==> config.mk <==
export PLATFORM = sky130hd
export DESIGN_NAME = line_segment_window_clipper_flat
export DESIGN_NICKNAME = d
export VERILOG_FILES = /design/src/design/lsc_pkg.sv /design/src/design/lsc_channels.sv /design/src/design/lsc_ctrl.sv /design/src/design/lsc_datapath.sv /design/src/design/line_segment_window_clipper.sv /design/src/flat_wrapper.sv
export SDC_FILE = /design/constraint.sdc
export NUM_CORES = 2
export LEC_CHECK = 0
export BUFFER_PORTS_ARGS = -buffer_cell sky130_fd_sc_hd__buf_2
export CAP_MARGIN = 20
export CORE_UTILIZATION = 55
export DETAILED_ROUTE_END_ITERATION = 8
export PLACE_DENSITY_LB_ADDON = 0.08
export SLEW_MARGIN = 10
export SYNTH_ARGS = -nofsm -noshare
export SYNTH_HDL_FRONTEND = slang
export SYNTH_SLANG_ARGS = --single-unit
==> constraint.sdc <==
create_clock -name clk_i -period 14.7 [get_ports clk_i]
set_input_delay 2.94 -clock clk_i [delete_from_list [all_inputs] [get_ports clk_i]]
set_output_delay 2.94 -clock clk_i [all_outputs]
set_load 0.01 [all_outputs]
==> src/design/lsc_pkg.sv <==
// ----------------------------------------------------------------------------
// lsc_pkg
// Shared constants and control types for the line segment window clipper.
// ----------------------------------------------------------------------------
`default_nettype none

package lsc_pkg;

  // default coordinate width
  localparam int unsigned CoordWidthDef = 16;

  // region outcode bits
  localparam logic [3:0] OcTop    = 4'h1;
  localparam logic [3:0] OcBottom = 4'h2;
  localparam logic [3:0] OcRight  = 4'h4;
  localparam logic [3:0] OcLeft   = 4'h8;

  // endpoint moves allowed per segment
  localparam int unsigned MoveLimit = 4;
  localparam int unsigned MoveWidth = $clog2(MoveLimit + 1);

  // configuration register map
  localparam int unsigned RegIdxWidth = 4;
  localparam logic [RegIdxWidth-1:0] RegWinXMin = 4'd0;
  localparam logic [RegIdxWidth-1:0] RegWinXMax = 4'd1;
  localparam logic [RegIdxWidth-1:0] RegWinYMin = 4'd2;
  localparam logic [RegIdxWidth-1:0] RegWinYMax = 4'd3;

  // window reset values
  localparam int WinXMinRst = 0;
  localparam int WinXMaxRst = 639;
  localparam int WinYMinRst = 0;
  localparam int WinYMaxRst = 479;

  // controller to datapath commands
  typedef struct packed {
    logic load;
    logic setup;
    logic mul;
    logic div_step;
    logic update;
    logic finish;
  } lsc_cmd_t;

  // datapath to controller status
  typedef struct packed {
    logic both_zero;
    logic share;
    logic out_free;
  } lsc_sts_t;

endpackage

`default_nettype wire

==> src/design/lsc_channels.sv <==
// ----------------------------------------------------------------------------
// lsc channels
// Valid/ready channel interfaces for segments, results and register writes.
// ----------------------------------------------------------------------------
`default_nettype none

interface lsc_seg_if #(
  parameter int unsigned COORD_WIDTH = lsc_pkg::CoordWidthDef
);
  logic                          valid;
  logic                          ready;
  logic signed [COORD_WIDTH-1:0] start_x;
  logic signed [COORD_WIDTH-1:0] start_y;
  logic signed [COORD_WIDTH-1:0] end_x;
  logic signed [COORD_WIDTH-1:0] end_y;

  modport source (output valid, start_x, start_y, end_x, end_y, input ready);
  modport sink   (input valid, start_x, start_y, end_x, end_y, output ready);
endinterface

interface lsc_res_if #(
  parameter int unsigned COORD_WIDTH = lsc_pkg::CoordWidthDef
);
  logic                          valid;
  logic                          ready;
  logic                          accepted;
  logic signed [COORD_WIDTH-1:0] clip_start_x;
  logic signed [COORD_WIDTH-1:0] clip_start_y;
  logic signed [COORD_WIDTH-1:0] clip_end_x;
  logic signed [COORD_WIDTH-1:0] clip_end_y;

  modport source (output valid, accepted, clip_start_x, clip_start_y, clip_end_x,
                  clip_end_y, input ready);
  modport sink   (input valid, accepted, clip_start_x, clip_start_y, clip_end_x,
                  clip_end_y, output ready);
endinterface

interface lsc_cfg_if #(
  parameter int unsigned COORD_WIDTH = lsc_pkg::CoordWidthDef
);
  import lsc_pkg::*;
  logic                          valid;
  logic                          ready;
  logic [RegIdxWidth-1:0]        reg_index;
  logic signed [COORD_WIDTH-1:0] wdata;

  modport source (output valid, reg_index, wdata, input ready);
  modport sink   (input valid, reg_index, wdata, output ready);
endinterface

`default_nettype wire

==> src/design/lsc_ctrl.sv <==
// ----------------------------------------------------------------------------
// lsc_ctrl
// Sequencer: outcode test, operand setup, multiply, bit-serial divide, update.
// ----------------------------------------------------------------------------
`default_nettype none

module lsc_ctrl #(
  parameter int unsigned COORD_WIDTH = lsc_pkg::CoordWidthDef
) (
  input  logic              clk_i,
  input  logic              rst_ni,
  input  logic              in_valid_i,
  output logic              in_ready_o,
  input  lsc_pkg::lsc_sts_t sts_i,
  output lsc_pkg::lsc_cmd_t cmd_o
);
  import lsc_pkg::*;

  localparam int unsigned CntWidth = $clog2(COORD_WIDTH);

  localparam logic [2:0] S_IDLE = 3'd0;
  localparam logic [2:0] S_TEST = 3'd1;
  localparam logic [2:0] S_MUL  = 3'd2;
  localparam logic [2:0] S_DIV  = 3'd3;
  localparam logic [2:0] S_UPD  = 3'd4;

  logic [2:0]           state_q, state_d;
  logic [MoveWidth-1:0] moves_q, moves_d;
  logic [CntWidth-1:0]  cnt_q, cnt_d;
  logic                 done_test;

  // segment finished: accepted, rejected or out of moves
  assign done_test = sts_i.both_zero || sts_i.share ||
                     (moves_q == MoveWidth'(MoveLimit));

  // next state and commands
  always_comb begin
    state_d    = state_q;
    cmd_o      = '0;
    in_ready_o = 1'b0;
    unique case (state_q)
      S_IDLE: begin
        in_ready_o = 1'b1;
        if (in_valid_i) begin
          cmd_o.load = 1'b1;
          state_d    = S_TEST;
        end
      end
      S_TEST: begin
        if (done_test) begin
          if (sts_i.out_free) begin
            cmd_o.finish = 1'b1;
            state_d      = S_IDLE;
          end
        end else begin
          cmd_o.setup = 1'b1;
          state_d     = S_MUL;
        end
      end
      S_MUL: begin
        cmd_o.mul = 1'b1;
        state_d   = S_DIV;
      end
      S_DIV: begin
        cmd_o.div_step = 1'b1;
        if (cnt_q == CntWidth'(COORD_WIDTH - 1)) begin
          state_d = S_UPD;
        end
      end
      S_UPD: begin
        cmd_o.update = 1'b1;
        state_d      = S_TEST;
      end
      default: begin
        state_d = S_IDLE;
      end
    endcase
  end

  // move and divide step counters
  always_comb begin
    moves_d = moves_q;
    cnt_d   = cnt_q;
    if (cmd_o.load) begin
      moves_d = '0;
    end else if (cmd_o.update) begin
      moves_d = moves_q + MoveWidth'(1);
    end
    if (cmd_o.mul) begin
      cnt_d = '0;
    end else if (cmd_o.div_step) begin
      cnt_d = cnt_q + CntWidth'(1);
    end
  end

  always_ff @(posedge clk_i or negedge rst_ni) begin
    if (!rst_ni) begin
      state_q <= S_IDLE;
      moves_q <= '0;
      cnt_q   <= '0;
    end else begin
      state_q <= state_d;
      moves_q <= moves_d;
      cnt_q   <= cnt_d;
    end
  end

  // checks
  a_finish_room: assert property (@(posedge clk_i) disable iff (!rst_ni)
    cmd_o.finish |-> sts_i.out_free)
    else $error("result written while output register still full");
  a_move_bound: assert property (@(posedge clk_i) disable iff (!rst_ni)
    state_q == S_UPD |-> moves_q < MoveWidth'(MoveLimit))
    else $error("endpoint move beyond limit");
  a_upd_to_test: assert property (@(posedge clk_i) disable iff (!rst_ni)
    state_q == S_UPD |=> state_q == S_TEST)
    else $error("update not followed by outcode test");
  a_div_len: assert property (@(posedge clk_i) disable iff (!rst_ni)
    cmd_o.mul |=> (state_q == S_DIV) && (cnt_q == '0))
    else $error("divide did not start from step zero");

endmodule

`default_nettype wire

==> src/design/lsc_datapath.sv <==
// ----------------------------------------------------------------------------
// lsc_datapath
// Window registers, endpoints, outcodes, multiplier, restoring divider and
// result register.
// ----------------------------------------------------------------------------
`default_nettype none

module lsc_datapath #(
  parameter int unsigned COORD_WIDTH = lsc_pkg::CoordWidthDef
) (
  input  logic                          clk_i,
  input  logic                          rst_ni,
  input  lsc_pkg::lsc_cmd_t             cmd_i,
  output lsc_pkg::lsc_sts_t             sts_o,
  input  logic signed [COORD_WIDTH-1:0] start_x_i,
  input  logic signed [COORD_WIDTH-1:0] start_y_i,
  input  logic signed [COORD_WIDTH-1:0] end_x_i,
  input  logic signed [COORD_WIDTH-1:0] end_y_i,
  lsc_cfg_if.sink                       cfg_i,
  lsc_res_if.source                     res_o
);
  import lsc_pkg::*;

  localparam int unsigned W = COORD_WIDTH;

  typedef logic signed [W-1:0] coord_t;
  typedef logic signed [W:0]   diff_t;

  function automatic logic [3:0] outcode(coord_t x, coord_t y, coord_t xmin,
                                          coord_t xmax, coord_t ymin, coord_t ymax);
    logic [3:0] c;
    c = '0;
    if (y > ymax) begin
      c = c | OcTop;
    end else if (y < ymin) begin
      c = c | OcBottom;
    end
    if (x > xmax) begin
      c = c | OcRight;
    end else if (x < xmin) begin
      c = c | OcLeft;
    end
    return c;
  endfunction

  function automatic logic [W-1:0] magnitude(diff_t v);
    diff_t n;
    n = -v;
    return v[W] ? n[W-1:0] : v[W-1:0];
  endfunction

  function automatic diff_t widen(coord_t v);
    return $signed({v[W-1], v});
  endfunction

  coord_t win_x_min_q, win_x_max_q, win_y_min_q, win_y_max_q;
  coord_t x0_q, y0_q, x1_q, y1_q;
  logic [3:0] c0, c1, sel;

  // window registers
  assign cfg_i.ready = 1'b1;

  always_ff @(posedge clk_i or negedge rst_ni) begin
    if (!rst_ni) begin
      win_x_min_q <= coord_t'(WinXMinRst);
      win_x_max_q <= coord_t'(WinXMaxRst);
      win_y_min_q <= coord_t'(WinYMinRst);
      win_y_max_q <= coord_t'(WinYMaxRst);
    end else if (cfg_i.valid) begin
      unique case (cfg_i.reg_index)
        RegWinXMin: win_x_min_q <= cfg_i.wdata;
        RegWinXMax: win_x_max_q <= cfg_i.wdata;
        RegWinYMin: win_y_min_q <= cfg_i.wdata;
        RegWinYMax: win_y_max_q <= cfg_i.wdata;
        default: ;
      endcase
    end
  end

  // outcodes of the current endpoints
  assign c0 = outcode(x0_q, y0_q, win_x_min_q, win_x_max_q, win_y_min_q, win_y_max_q);
  assign c1 = outcode(x1_q, y1_q, win_x_min_q, win_x_max_q, win_y_min_q, win_y_max_q);

  logic res_valid_q;

  assign sts_o.both_zero = (c0 | c1) == 4'h0;
  assign sts_o.share     = (c0 & c1) != 4'h0;
  assign sts_o.out_free  = !res_valid_q || res_o.ready;

  // operand setup for one boundary move
  logic          move_start, axis_y;
  coord_t        bound;
  diff_t         dx, dy, num_a, num_b, den;
  logic [W-1:0]  ua, ub_raw, uc;

  always_comb begin
    move_start = c0 != 4'h0;
    sel        = move_start ? c0 : c1;
    axis_y     = (sel & (OcTop | OcBottom)) != 4'h0;
    if (axis_y) begin
      bound = ((sel & OcTop) != 4'h0) ? win_y_max_q : win_y_min_q;
    end else begin
      bound = ((sel & OcRight) != 4'h0) ? win_x_max_q : win_x_min_q;
    end
    dx     = widen(x1_q) - widen(x0_q);
    dy     = widen(y1_q) - widen(y0_q);
    num_a  = axis_y ? dx : dy;
    num_b  = axis_y ? (widen(bound) - widen(y0_q)) : (widen(bound) - widen(x0_q));
    den    = axis_y ? dy : dx;
    ua     = magnitude(num_a);
    ub_raw = magnitude(num_b);
    uc     = magnitude(den);
  end

  logic [W-1:0]   ua_q, ub_q, uc_q;
  logic           neg_q, move_start_q, axis_y_q;
  coord_t         bound_q, base_q;
  logic [2*W-1:0] acc_q;

  always_ff @(posedge clk_i) begin
    if (cmd_i.setup) begin
      ua_q         <= ua;
      ub_q         <= (ub_raw > uc) ? uc : ub_raw;
      uc_q         <= uc;
      neg_q        <= num_a[W] ^ num_b[W] ^ den[W];
      move_start_q <= move_start;
      axis_y_q     <= axis_y;
      bound_q      <= bound;
      base_q       <= axis_y ? x0_q : y0_q;
    end
  end

  // restoring divide step, one quotient bit per cycle
  logic [W:0] shifted, rem_n;
  logic       ge;

  always_comb begin
    shifted = {acc_q[2*W-1:W], acc_q[W-1]};
    ge      = shifted >= {1'b0, uc_q};
    rem_n   = ge ? (shifted - {1'b0, uc_q}) : shifted;
  end

  // product then quotient share one accumulator
  always_ff @(posedge clk_i) begin
    if (cmd_i.mul) begin
      acc_q <= {{W{1'b0}}, ua_q} * {{W{1'b0}}, ub_q};
    end else if (cmd_i.div_step) begin
      acc_q <= {rem_n[W-1:0], acc_q[W-2:0], ge};
    end
  end

  // new endpoint coordinate
  logic [W-1:0] quo;
  diff_t        q_signed, new_sum;
  coord_t       new_x, new_y;

  always_comb begin
    quo      = (uc_q == '0) ? '0 : acc_q[W-1:0];
    q_signed = neg_q ? -$signed({1'b0, quo}) : $signed({1'b0, quo});
    new_sum  = widen(base_q) + q_signed;
    new_x    = axis_y_q ? new_sum[W-1:0] : bound_q;
    new_y    = axis_y_q ? bound_q : new_sum[W-1:0];
  end

  // endpoint registers
  always_ff @(posedge clk_i) begin
    if (cmd_i.load) begin
      x0_q <= start_x_i;
      y0_q <= start_y_i;
      x1_q <= end_x_i;
      y1_q <= end_y_i;
    end else if (cmd_i.update) begin
      if (move_start_q) begin
        x0_q <= new_x;
        y0_q <= new_y;
      end else begin
        x1_q <= new_x;
        y1_q <= new_y;
      end
    end
  end

  // result register
  logic   res_acc_q;
  coord_t res_sx_q, res_sy_q, res_ex_q, res_ey_q;

  always_ff @(posedge clk_i or negedge rst_ni) begin
    if (!rst_ni) begin
      res_valid_q <= 1'b0;
    end else if (cmd_i.finish) begin
      res_valid_q <= 1'b1;
    end else if (res_o.ready) begin
      res_valid_q <= 1'b0;
    end
  end

  always_ff @(posedge clk_i) begin
    if (cmd_i.finish) begin
      res_acc_q <= sts_o.both_zero;
      res_sx_q  <= sts_o.both_zero ? x0_q : '0;
      res_sy_q  <= sts_o.both_zero ? y0_q : '0;
      res_ex_q  <= sts_o.both_zero ? x1_q : '0;
      res_ey_q  <= sts_o.both_zero ? y1_q : '0;
    end
  end

  assign res_o.valid        = res_valid_q;
  assign res_o.accepted     = res_acc_q;
  assign res_o.clip_start_x = res_sx_q;
  assign res_o.clip_start_y = res_sy_q;
  assign res_o.clip_end_x   = res_ex_q;
  assign res_o.clip_end_y   = res_ey_q;

  // checks
  a_reject_zero: assert property (@(posedge clk_i) disable iff (!rst_ni)
    res_valid_q && !res_acc_q |-> (res_sx_q == '0) && (res_sy_q == '0) &&
                                  (res_ex_q == '0) && (res_ey_q == '0))
    else $error("rejected segment carries nonzero coordinates");
  a_div_nonzero: assert property (@(posedge clk_i) disable iff (!rst_ni)
    cmd_i.update |-> uc_q != '0)
    else $error("zero divisor on boundary move");
  a_finish_valid: assert property (@(posedge clk_i) disable iff (!rst_ni)
    cmd_i.finish |=> res_valid_q)
    else $error("finished segment not presented");

endmodule

`default_nettype wire

==> src/design/line_segment_window_clipper.sv <==
// Each segment is loaded and given the outcode test; each of m (0..4) boundary
// moves then repeats the test, until the segment is accepted, rejected or out of moves.
// Each move is a test/setup step, one multiply, COORD_WIDTH divide steps
// of the shared restoring divider, and one update step.
// Segments are taken one at a time, after the last result enters a free result register.
// Reset clears control and loads the window with 0..639 by 0..479.
// ----------------------------------------------------------------------------
// line_segment_window_clipper
// Region outcode line clipping against a programmable rectangular window.
// ----------------------------------------------------------------------------
`default_nettype none

module line_segment_window_clipper #(
  parameter int unsigned COORD_WIDTH = lsc_pkg::CoordWidthDef
) (
  input  logic      clk_i,
  input  logic      rst_ni,
  lsc_seg_if.sink   seg_i,
  lsc_cfg_if.sink   cfg_i,
  lsc_res_if.source res_o
);
  import lsc_pkg::*;

  lsc_cmd_t cmd;
  lsc_sts_t sts;
  logic     in_ready;

  assign seg_i.ready = in_ready;

  // sequencer
  lsc_ctrl #(
    .COORD_WIDTH(COORD_WIDTH)
  ) u_ctrl (
    .clk_i      (clk_i),
    .rst_ni     (rst_ni),
    .in_valid_i (seg_i.valid),
    .in_ready_o (in_ready),
    .sts_i      (sts),
    .cmd_o      (cmd)
  );

  // arithmetic and storage
  lsc_datapath #(
    .COORD_WIDTH(COORD_WIDTH)
  ) u_datapath (
    .clk_i     (clk_i),
    .rst_ni    (rst_ni),
    .cmd_i     (cmd),
    .sts_o     (sts),
    .start_x_i (seg_i.start_x),
    .start_y_i (seg_i.start_y),
    .end_x_i   (seg_i.end_x),
    .end_y_i   (seg_i.end_y),
    .cfg_i     (cfg_i),
    .res_o     (res_o)
  );

endmodule

`default_nettype wire
==> src/flat_wrapper.sv <==
// flat-port wrapper written by rule: the top's interface ports become plain ports
module line_segment_window_clipper_flat import lsc_pkg::*;
#(
  parameter int unsigned COORD_WIDTH = lsc_pkg::CoordWidthDef
)
  (clk_i, rst_ni, seg_i_valid, seg_i_start_x, seg_i_start_y, seg_i_end_x, seg_i_end_y, seg_i_ready, cfg_i_valid, cfg_i_reg_index, cfg_i_wdata, cfg_i_ready, res_o_valid, res_o_accepted, res_o_clip_start_x, res_o_clip_start_y, res_o_clip_end_x, res_o_clip_end_y, res_o_ready);
  lsc_seg_if #(.COORD_WIDTH(COORD_WIDTH)) seg_i_i ();
  lsc_cfg_if #(.COORD_WIDTH(COORD_WIDTH)) cfg_i_i ();
  lsc_res_if #(.COORD_WIDTH(COORD_WIDTH)) res_o_i ();
  input  logic clk_i;
  input  logic rst_ni;
  input wire logic [$bits(seg_i_i.valid)-1:0] seg_i_valid;
  input wire logic [$bits(seg_i_i.start_x)-1:0] seg_i_start_x;
  input wire logic [$bits(seg_i_i.start_y)-1:0] seg_i_start_y;
  input wire logic [$bits(seg_i_i.end_x)-1:0] seg_i_end_x;
  input wire logic [$bits(seg_i_i.end_y)-1:0] seg_i_end_y;
  output wire logic [$bits(seg_i_i.ready)-1:0] seg_i_ready;
  input wire logic [$bits(cfg_i_i.valid)-1:0] cfg_i_valid;
  input wire logic [$bits(cfg_i_i.reg_index)-1:0] cfg_i_reg_index;
  input wire logic [$bits(cfg_i_i.wdata)-1:0] cfg_i_wdata;
  output wire logic [$bits(cfg_i_i.ready)-1:0] cfg_i_ready;
  output wire logic [$bits(res_o_i.valid)-1:0] res_o_valid;
  output wire logic [$bits(res_o_i.accepted)-1:0] res_o_accepted;
  output wire logic [$bits(res_o_i.clip_start_x)-1:0] res_o_clip_start_x;
  output wire logic [$bits(res_o_i.clip_start_y)-1:0] res_o_clip_start_y;
  output wire logic [$bits(res_o_i.clip_end_x)-1:0] res_o_clip_end_x;
  output wire logic [$bits(res_o_i.clip_end_y)-1:0] res_o_clip_end_y;
  input wire logic [$bits(res_o_i.ready)-1:0] res_o_ready;
  assign seg_i_i.valid = seg_i_valid;
  assign seg_i_i.start_x = seg_i_start_x;
  assign seg_i_i.start_y = seg_i_start_y;
  assign seg_i_i.end_x = seg_i_end_x;
  assign seg_i_i.end_y = seg_i_end_y;
  assign seg_i_ready = seg_i_i.ready;
  assign cfg_i_i.valid = cfg_i_valid;
  assign cfg_i_i.reg_index = cfg_i_reg_index;
  assign cfg_i_i.wdata = cfg_i_wdata;
  assign cfg_i_ready = cfg_i_i.ready;
  assign res_o_valid = res_o_i.valid;
  assign res_o_accepted = res_o_i.accepted;
  assign res_o_clip_start_x = res_o_i.clip_start_x;
  assign res_o_clip_start_y = res_o_i.clip_start_y;
  assign res_o_clip_end_x = res_o_i.clip_end_x;
  assign res_o_clip_end_y = res_o_i.clip_end_y;
  assign res_o_i.ready = res_o_ready;
  line_segment_window_clipper #(.COORD_WIDTH(COORD_WIDTH)) u_core (.clk_i(clk_i), .rst_ni(rst_ni), .seg_i(seg_i_i), .cfg_i(cfg_i_i), .res_o(res_o_i));
endmodule
Yosys cells after proc, flatten, opt, wreduce, memory -nomap -nowiden
Cells that the tools add are included.

Output and inout bits: 68. Flip-flop bits (word level): 319. Memories: 0. Bits in read-only memories: 0. Memory bits (writable): 0. Bits in latches: 0. Bits of input ports: 89.

Shift-type cells: 0. Muxes and demuxes: 61. $lt $le $gt $ge: 10. Bitwise operators: 4. Reductions and logical operators: 22. Equality and inequality tests: 13. Add/sub/neg operators: 12. Multiply operators: 1. Div/mod/pow operators: 0.

Operators by type and width (count): $mux W16 (25); $gt A16 B16 Y1 (5); $sub A16 B16 Y17 (4); $lt A16 B16 Y1 (4); $mux W32 (2); $neg A16 Y16 (4); $mux W17 (3); $mul A16 B16 Y32 (1); $mux W4 (6); $mux W3 (7); $ge A17 B16 Y1 (1); $add A16 B16 Y16 (1); $logic_not A16 Y1 (1); $sub A16 B16 Y16 (1); $pmux W3 S5 (1); $mux W1 (13); $reduce_and A2 Y1 (6); $reduce_bool A4 Y1 (3); $eq A4 B2 Y1 const B (2); $logic_not A4 Y1 (2); $mux W2 (4); $reduce_bool A2 Y1 (4); $eq A3 B2 Y1 const B (2); $eq A3 B3 Y1 const B (2); other kinds (15) (19).

Logic depth before layout (Yosys ltp)
Depth after elaboration: 15. Depth in mapped cells: 41.

By module
From an unflattened synthesis, not the netlist that was laid out.

Cell total of the unflattened synthesis: 3231. Area, all modules: 30553.1 sq um.

Modules (own cells, without submodules): lsc_datapath (cells an instance 3169, sequential area each 8973.6 sq um, times used 1, area an instance 29967.5 sq um); lsc_ctrl (cells an instance 62, sequential area each 250.2 sq um, times used 1, area an instance 585.6 sq um).

Worst setup path before layout
Ideal clock, no wire load.

Path type: reg-to-reg. Start point: register u_core.u_datapath.win_x_max_q[5]. End point: register u_core.u_datapath.ub_q[15], data pin. Required time: 14433 ps. Data arrival time: 7558 ps. Cell stages (with the launch flop): 39. Clock period less this slack: 7825 ps. Path slack: 6875 ps. Cells stage by stage: dfstp_2 > inv_1 > ha_1 > a211oi_1 > nor2_1 > o31a_1 > nor4_1 > mux2i_1 > nor2_1 > o31ai_4 > buf_6 > buf_6 > buf_4 > buf_2 > mux2i_1 > inv_1 > ha_1 > fa_1 > [3 not listed] > a221oi_1 > a21oi_1 > nand2_1 > a31oi_1 > nor2_1 > xnor2_1 > ha_1 > nand3_1 > o22ai_1 > o21a_1 > o21a_1 > o21a_1 > o21ai_0 > nand2b_1 > a21oi_1 > a31oi_1 > clkbuf_1 > a21oi_1.

Word-level cells in the longest chain between the ends: 12.

Ends and longest elaborated chain: start, declared (RTL line lsc_datapath.sv:56) `coord_t win_x_min_q, win_x_max_q, win_y_min_q, win_y_max_q;`; start signal, assigned (RTL line lsc_datapath.sv:66) `win_x_max_q <= coord_t'(WinXMaxRst);`; start signal, assigned (RTL line lsc_datapath.sv:72) `RegWinXMax: win_x_max_q <= cfg_i.wdata;`; $gt A16 B16 Y1 (RTL line lsc_datapath.sv:38) `if (x > xmax) begin`; $mux W4 (RTL line lsc_datapath.sv:38); $reduce_bool A4 Y1 (RTL line lsc_datapath.sv:97) `move_start = c0 != 4'h0;`; $mux W3 * (RTL line lsc_datapath.sv:98) `sel = move_start ? c0 : c1;`; $reduce_bool A4 Y1 (tied with other cells) (RTL line lsc_datapath.sv:99) `axis_y = (sel & (OcTop | OcBottom)) != 4'h0;`; $mux W16 * (RTL line lsc_datapath.sv:100) `if (axis_y) begin`; net u_core.u_datapath.bound[0] (RTL line lsc_datapath.sv:92) `coord_t bound;`; $sub A16 B16 Y17 (RTL line lsc_datapath.sv:108) `num_b = axis_y ? (widen(bound) - widen(y0_q)) : (widen(bound) - widen(x0_q));`; $mux W17 * (RTL line lsc_datapath.sv:108); $neg A16 Y16 (RTL line lsc_datapath.sv:48) `n = -v;`; $mux W16 * (RTL line lsc_datapath.sv:49) `return v[W] ? n[W-1:0] : v[W-1:0];`; $gt A16 B16 Y1 (RTL line lsc_datapath.sv:123) `ub_q <= (ub_raw > uc) ? uc : ub_raw;`; $mux W16 * (RTL line lsc_datapath.sv:123); end signal, assigned (RTL line lsc_datapath.sv:123); end, declared (RTL line lsc_datapath.sv:115) `logic [W-1:0] ua_q, ub_q, uc_q;`.

Mark *: on every way through the listed nets, which the timed path passes. The rest lies on a longest branch. A chain may end at the register's enable or synchronous reset.

Worst setup path after layout
Start point: register u_core.u_datapath.y0_q[10]. End point: register u_core.u_datapath.ub_q[5], data pin.

Word-level cells in the longest chain between the ends: 15.

Ends and longest elaborated chain: start, declared (RTL line lsc_datapath.sv:57) `coord_t x0_q, y0_q, x1_q, y1_q;`; start signal, assigned (RTL line lsc_datapath.sv:169) `y0_q <= start_y_i;`; start signal, assigned (RTL line lsc_datapath.sv:175) `y0_q <= new_y;`; $lt A16 B16 Y1 (RTL line lsc_datapath.sv:35) `end else if (y < ymin) begin`; $mux W2 (RTL line lsc_datapath.sv:35); $mux W2 (RTL line lsc_datapath.sv:33) `if (y > ymax) begin`; $mux W4 (RTL line lsc_datapath.sv:40) `end else if (x < xmin) begin`; $mux W4 (RTL line lsc_datapath.sv:38); $reduce_bool A4 Y1 (RTL line lsc_datapath.sv:97); $mux W3 (RTL line lsc_datapath.sv:98); $reduce_bool A4 Y1 (tied with other cells) (RTL line lsc_datapath.sv:99); $mux W16 (RTL line lsc_datapath.sv:100); $sub A16 B16 Y17 (RTL line lsc_datapath.sv:108); $mux W17 (RTL line lsc_datapath.sv:108); $neg A16 Y16 (RTL line lsc_datapath.sv:48); $mux W16 (RTL line lsc_datapath.sv:49); $gt A16 B16 Y1 (RTL line lsc_datapath.sv:123); $mux W16 * (RTL line lsc_datapath.sv:123).

Mark *: on every way between the ends. The rest lies on a longest branch, timed or not.

==> run metrics <==
initial core utilization=55.66%; Worst-Margin Slew=0.9799 ns; fin nets=3975; R2R Setup Slk=just over 5 ns; Synth top area share=23.94%; vias=24610; filler instances=4773; later-pin clock latency in the skew report=0.58 ns; Yosys cell types=88; GR Overflow Total=0; FMAX=104.4 MHz; TritonCTS clock tree=done; Post-CTS Setup Inserts=0; synth cell count leaders=nand2_1, inv_1, ha_1; Reg2Reg Depth=33; Syn Inst Count=3251; vias in the first global route=25060; Critical Path RT=between 10 and 15 ns; RSZ-0062 raised after global routing=false; first-pass GRT wire length=roughly 150 mm; relative slew slack=34.68%; drt via density=5.947; clock buffer depth=3; wirelength, routed=99.30 mm; clock slew at reported path FFs=about 0.06 ns; starting DRC count in detailed routing=~1700; FF-to-FF Start=u_core.u_datapath.y0_q[10]; Routed Antenna Nets=0; max incr delay on CP=0.87 ns; most common cell in the netlist=nand2_1; layout cells sized above 1=between 10% and 20%; cell taking the most area after synthesis=edfxtp_1; synth top area cells=edfxtp_1, ha_1, fa_1; Post-Route M1 WL=between 40 and 50 mm; area delta synth->final=8.928%; min cycle time layout=9.575 ns; Final Hold Viols=0; synthesis-stage register bit count=319; Die Width=237.9 microns; PortBufs=155; Max Used Layer=met4; top_reg_cell synth=edfxtp_1; Setup CP Type=reg2reg; Die Y=around 240 microns; routability-driven placement congestion ratio=1.031; CP arrival=9.87 ns; Syn. warnings=0; hold_sp=u_core.u_ctrl.cnt_q[1]; IO Pins=157; CP most frequent cell=a21oi_1; placement row count=86; final-report max-slew violation count=0; core area=between 0.05 and 0.06 sq mm; setup TNS=0 ns; fin crit share=65.14%; largest net degree at the start of global routing=83; DIE AREA=0.05659 sq mm; sequential fraction of the synthesis area=30.14%; number of synthesized flops with an enable pin=244; hold path cells=2; wire length per cell=24.00 microns; Root Buffer Master=clkbuf_16; outcome=completed; Routed met3 length=roughly 5.3 mm; Netlist Area Pre-Place=0.03061 sq mm; FFs w/ async S/R, synth=23.51%; DRC=0; Syn Nets=approximately 3900; CTS Sinks=319; FF-to-FF End=u_core.u_datapath.ub_q[5]; Setup crit start kind=flop; htree depth=2; Max Cap Viol=0; WL met2=approximately 48 mm; CP Max Fanout=82; Final Skew=0.03822 ns; CTS buffer count=39; initial antenna violation count=2; Hold WC Path Type=reg2reg; Hold Buf Count CTS=0; Worst Setup End Kind=flop; # setup viols final=0; drt first pass iters=5; HPWL Detailed=79.25 mm; Total GRT Usage=35.54%; post-cts gate resize count=0; Mapped Avg Cell Area=9.414 sq um; Slowest-stage cell, CP=buf_4; worst-case hold path end point=u_core.u_ctrl.cnt_q[1]
==> how the worst max path moves through the flow <==
stage                                           from                          to  slack (ns)  cells after the start
floorplan           u_core.u_datapath.win_x_max_q[5]  u_core.u_datapath.ub_q[15]        6.88                     38
global placement          u_core.u_datapath.y0_q[10]   u_core.u_datapath.ub_q[5]        5.31                     33
detailed placement        u_core.u_datapath.y0_q[10]   u_core.u_datapath.ub_q[5]        5.27                     33
CTS                       u_core.u_datapath.y0_q[10]   u_core.u_datapath.ub_q[5]        5.20                     33
global route              u_core.u_datapath.y0_q[10]   u_core.u_datapath.ub_q[5]        4.28                     33
finish                    u_core.u_datapath.y0_q[10]   u_core.u_datapath.ub_q[5]        5.12                     33
==> cells in the final DEF (no fill, tap or decap), types with 6 or more instances in the layout <==
cell and n:
nand2_1 387, inv_1 382, ha_1 330, edfxtp_1 244, nor2_1 205, fa_1 199, a21oi_1 179, and2_1 156
buf_2 155, o21ai_0 153, xnor2_1 80, mux2i_1 78, a21o_1 69, xor2_1 62, dfrtp_1 59, o21a_1 55
nor3_1 52, nand3_1 47, mux2_2 45, clkbuf_16 40, a211oi_1 31, nand4_1 27, buf_4 26, nor2b_1 25
nand2b_1 24, o31ai_1 18, o211ai_1 17, dfstp_2 16, nor4_1 14, a31oi_1 14, or3_1 12, and3_1 11
o21bai_1 10, clkinv_2 9, a211o_1 8, or2_2 8, a31o_2 8, o31a_1 6, nand3b_1 6
==> state kept, by name, indices dropped and copies added (netlist names), 16 cells and up <==
signal / cells
u_core.u_datapath.y0_q: 16
u_core.u_datapath.win_x_max_q: 16
u_core.u_datapath.win_y_max_q: 16
u_core.u_datapath.res_o.clip_start_y: 16
u_core.u_datapath.bound_q: 16
u_core.u_datapath.x1_q: 16
u_core.u_datapath.y1_q: 16
u_core.u_datapath.uc_q: 16
u_core.u_datapath.res_o.clip_end_y: 16
u_core.u_datapath.win_x_min_q: 16
u_core.u_datapath.base_q: 16
u_core.u_datapath.res_o.clip_end_x: 16
u_core.u_datapath.x0_q: 16
u_core.u_datapath.acc_q: 32
u_core.u_datapath.ub_q: 16
u_core.u_datapath.res_o.clip_start_x: 16
u_core.u_datapath.ua_q: 16
u_core.u_datapath.win_y_min_q: 16
==> cell type report <==
cell class	count	area, sq um	area share [%]
multi-input cells	2433	19500	58.48
inverters	383	1438	4.312
repair buffers	181	970.9	2.912
clock buffers	48	1061	3.183
diodes	2	5.005	0.01501
clock inverters	24	206.4	0.6193
flip-flops and latches	319	9224	27.67
well taps	748	935.9	2.807
==> metrics by stage <==
step           hold slack, ns  utilization, %  area [sq um]  std cells  setup slack (ns)
2_1_floorplan          0.4656               -         30610       3251             6.875
3_3_place_gp           0.4806           58.31         32060       4063             5.314
3_5_place_dp           0.4886           58.31         32060       4063             5.272
4_1_cts                0.4989           60.61         33330       4135             5.198
5_1_grt                0.5171           60.62         33330       4136             4.278
6_report               0.4970           60.63         33340       4138             5.125
==> layer usage <==
| metal | GRT usage, % | up-vias |
|---|---|---|
| li1 | - | 11350 |
| met1 | 44.28 | 12110 |
| met2 | 60.23 | 898 |
| met3 | 4.350 | 250 |
| met4 | 19.34 | 0 |
| met5 | 0 | - |
==> cells by family (layout without fill, tap and decap cells) <==
logic type	Yosys count	in the layout	synth area share (%)
xor gates and xnor gates	142	142	4.064
AOI/OAI and AO/OA	627	627	13.01
adders and majority gates	529	529	26.51
and+or+nand+nor	1010	1010	15.66
buffers and inverters	499	636	6.357
muxes	124	124	4.252
other	1	3	0.01225
DFF	319	319	30.14
==> worst max-delay path: cells and delay by family (launching register included) <==
kind | cells | cell delay [ns]
AOI/OAI and AO/OA | 19 | 4.21
xor gates and xnor gates | 1 | 0.24
adders and majority gates | 3 | 1.01
buffers and inverters | 3 | 1.80
DFF | 1 | 0.48
muxes | 2 | 0.88
and+or+nand+nor | 5 | 0.67
Power is not shown: default switching activity piles up to over one toggle a cycle in this logic, so the estimate is an artifact.
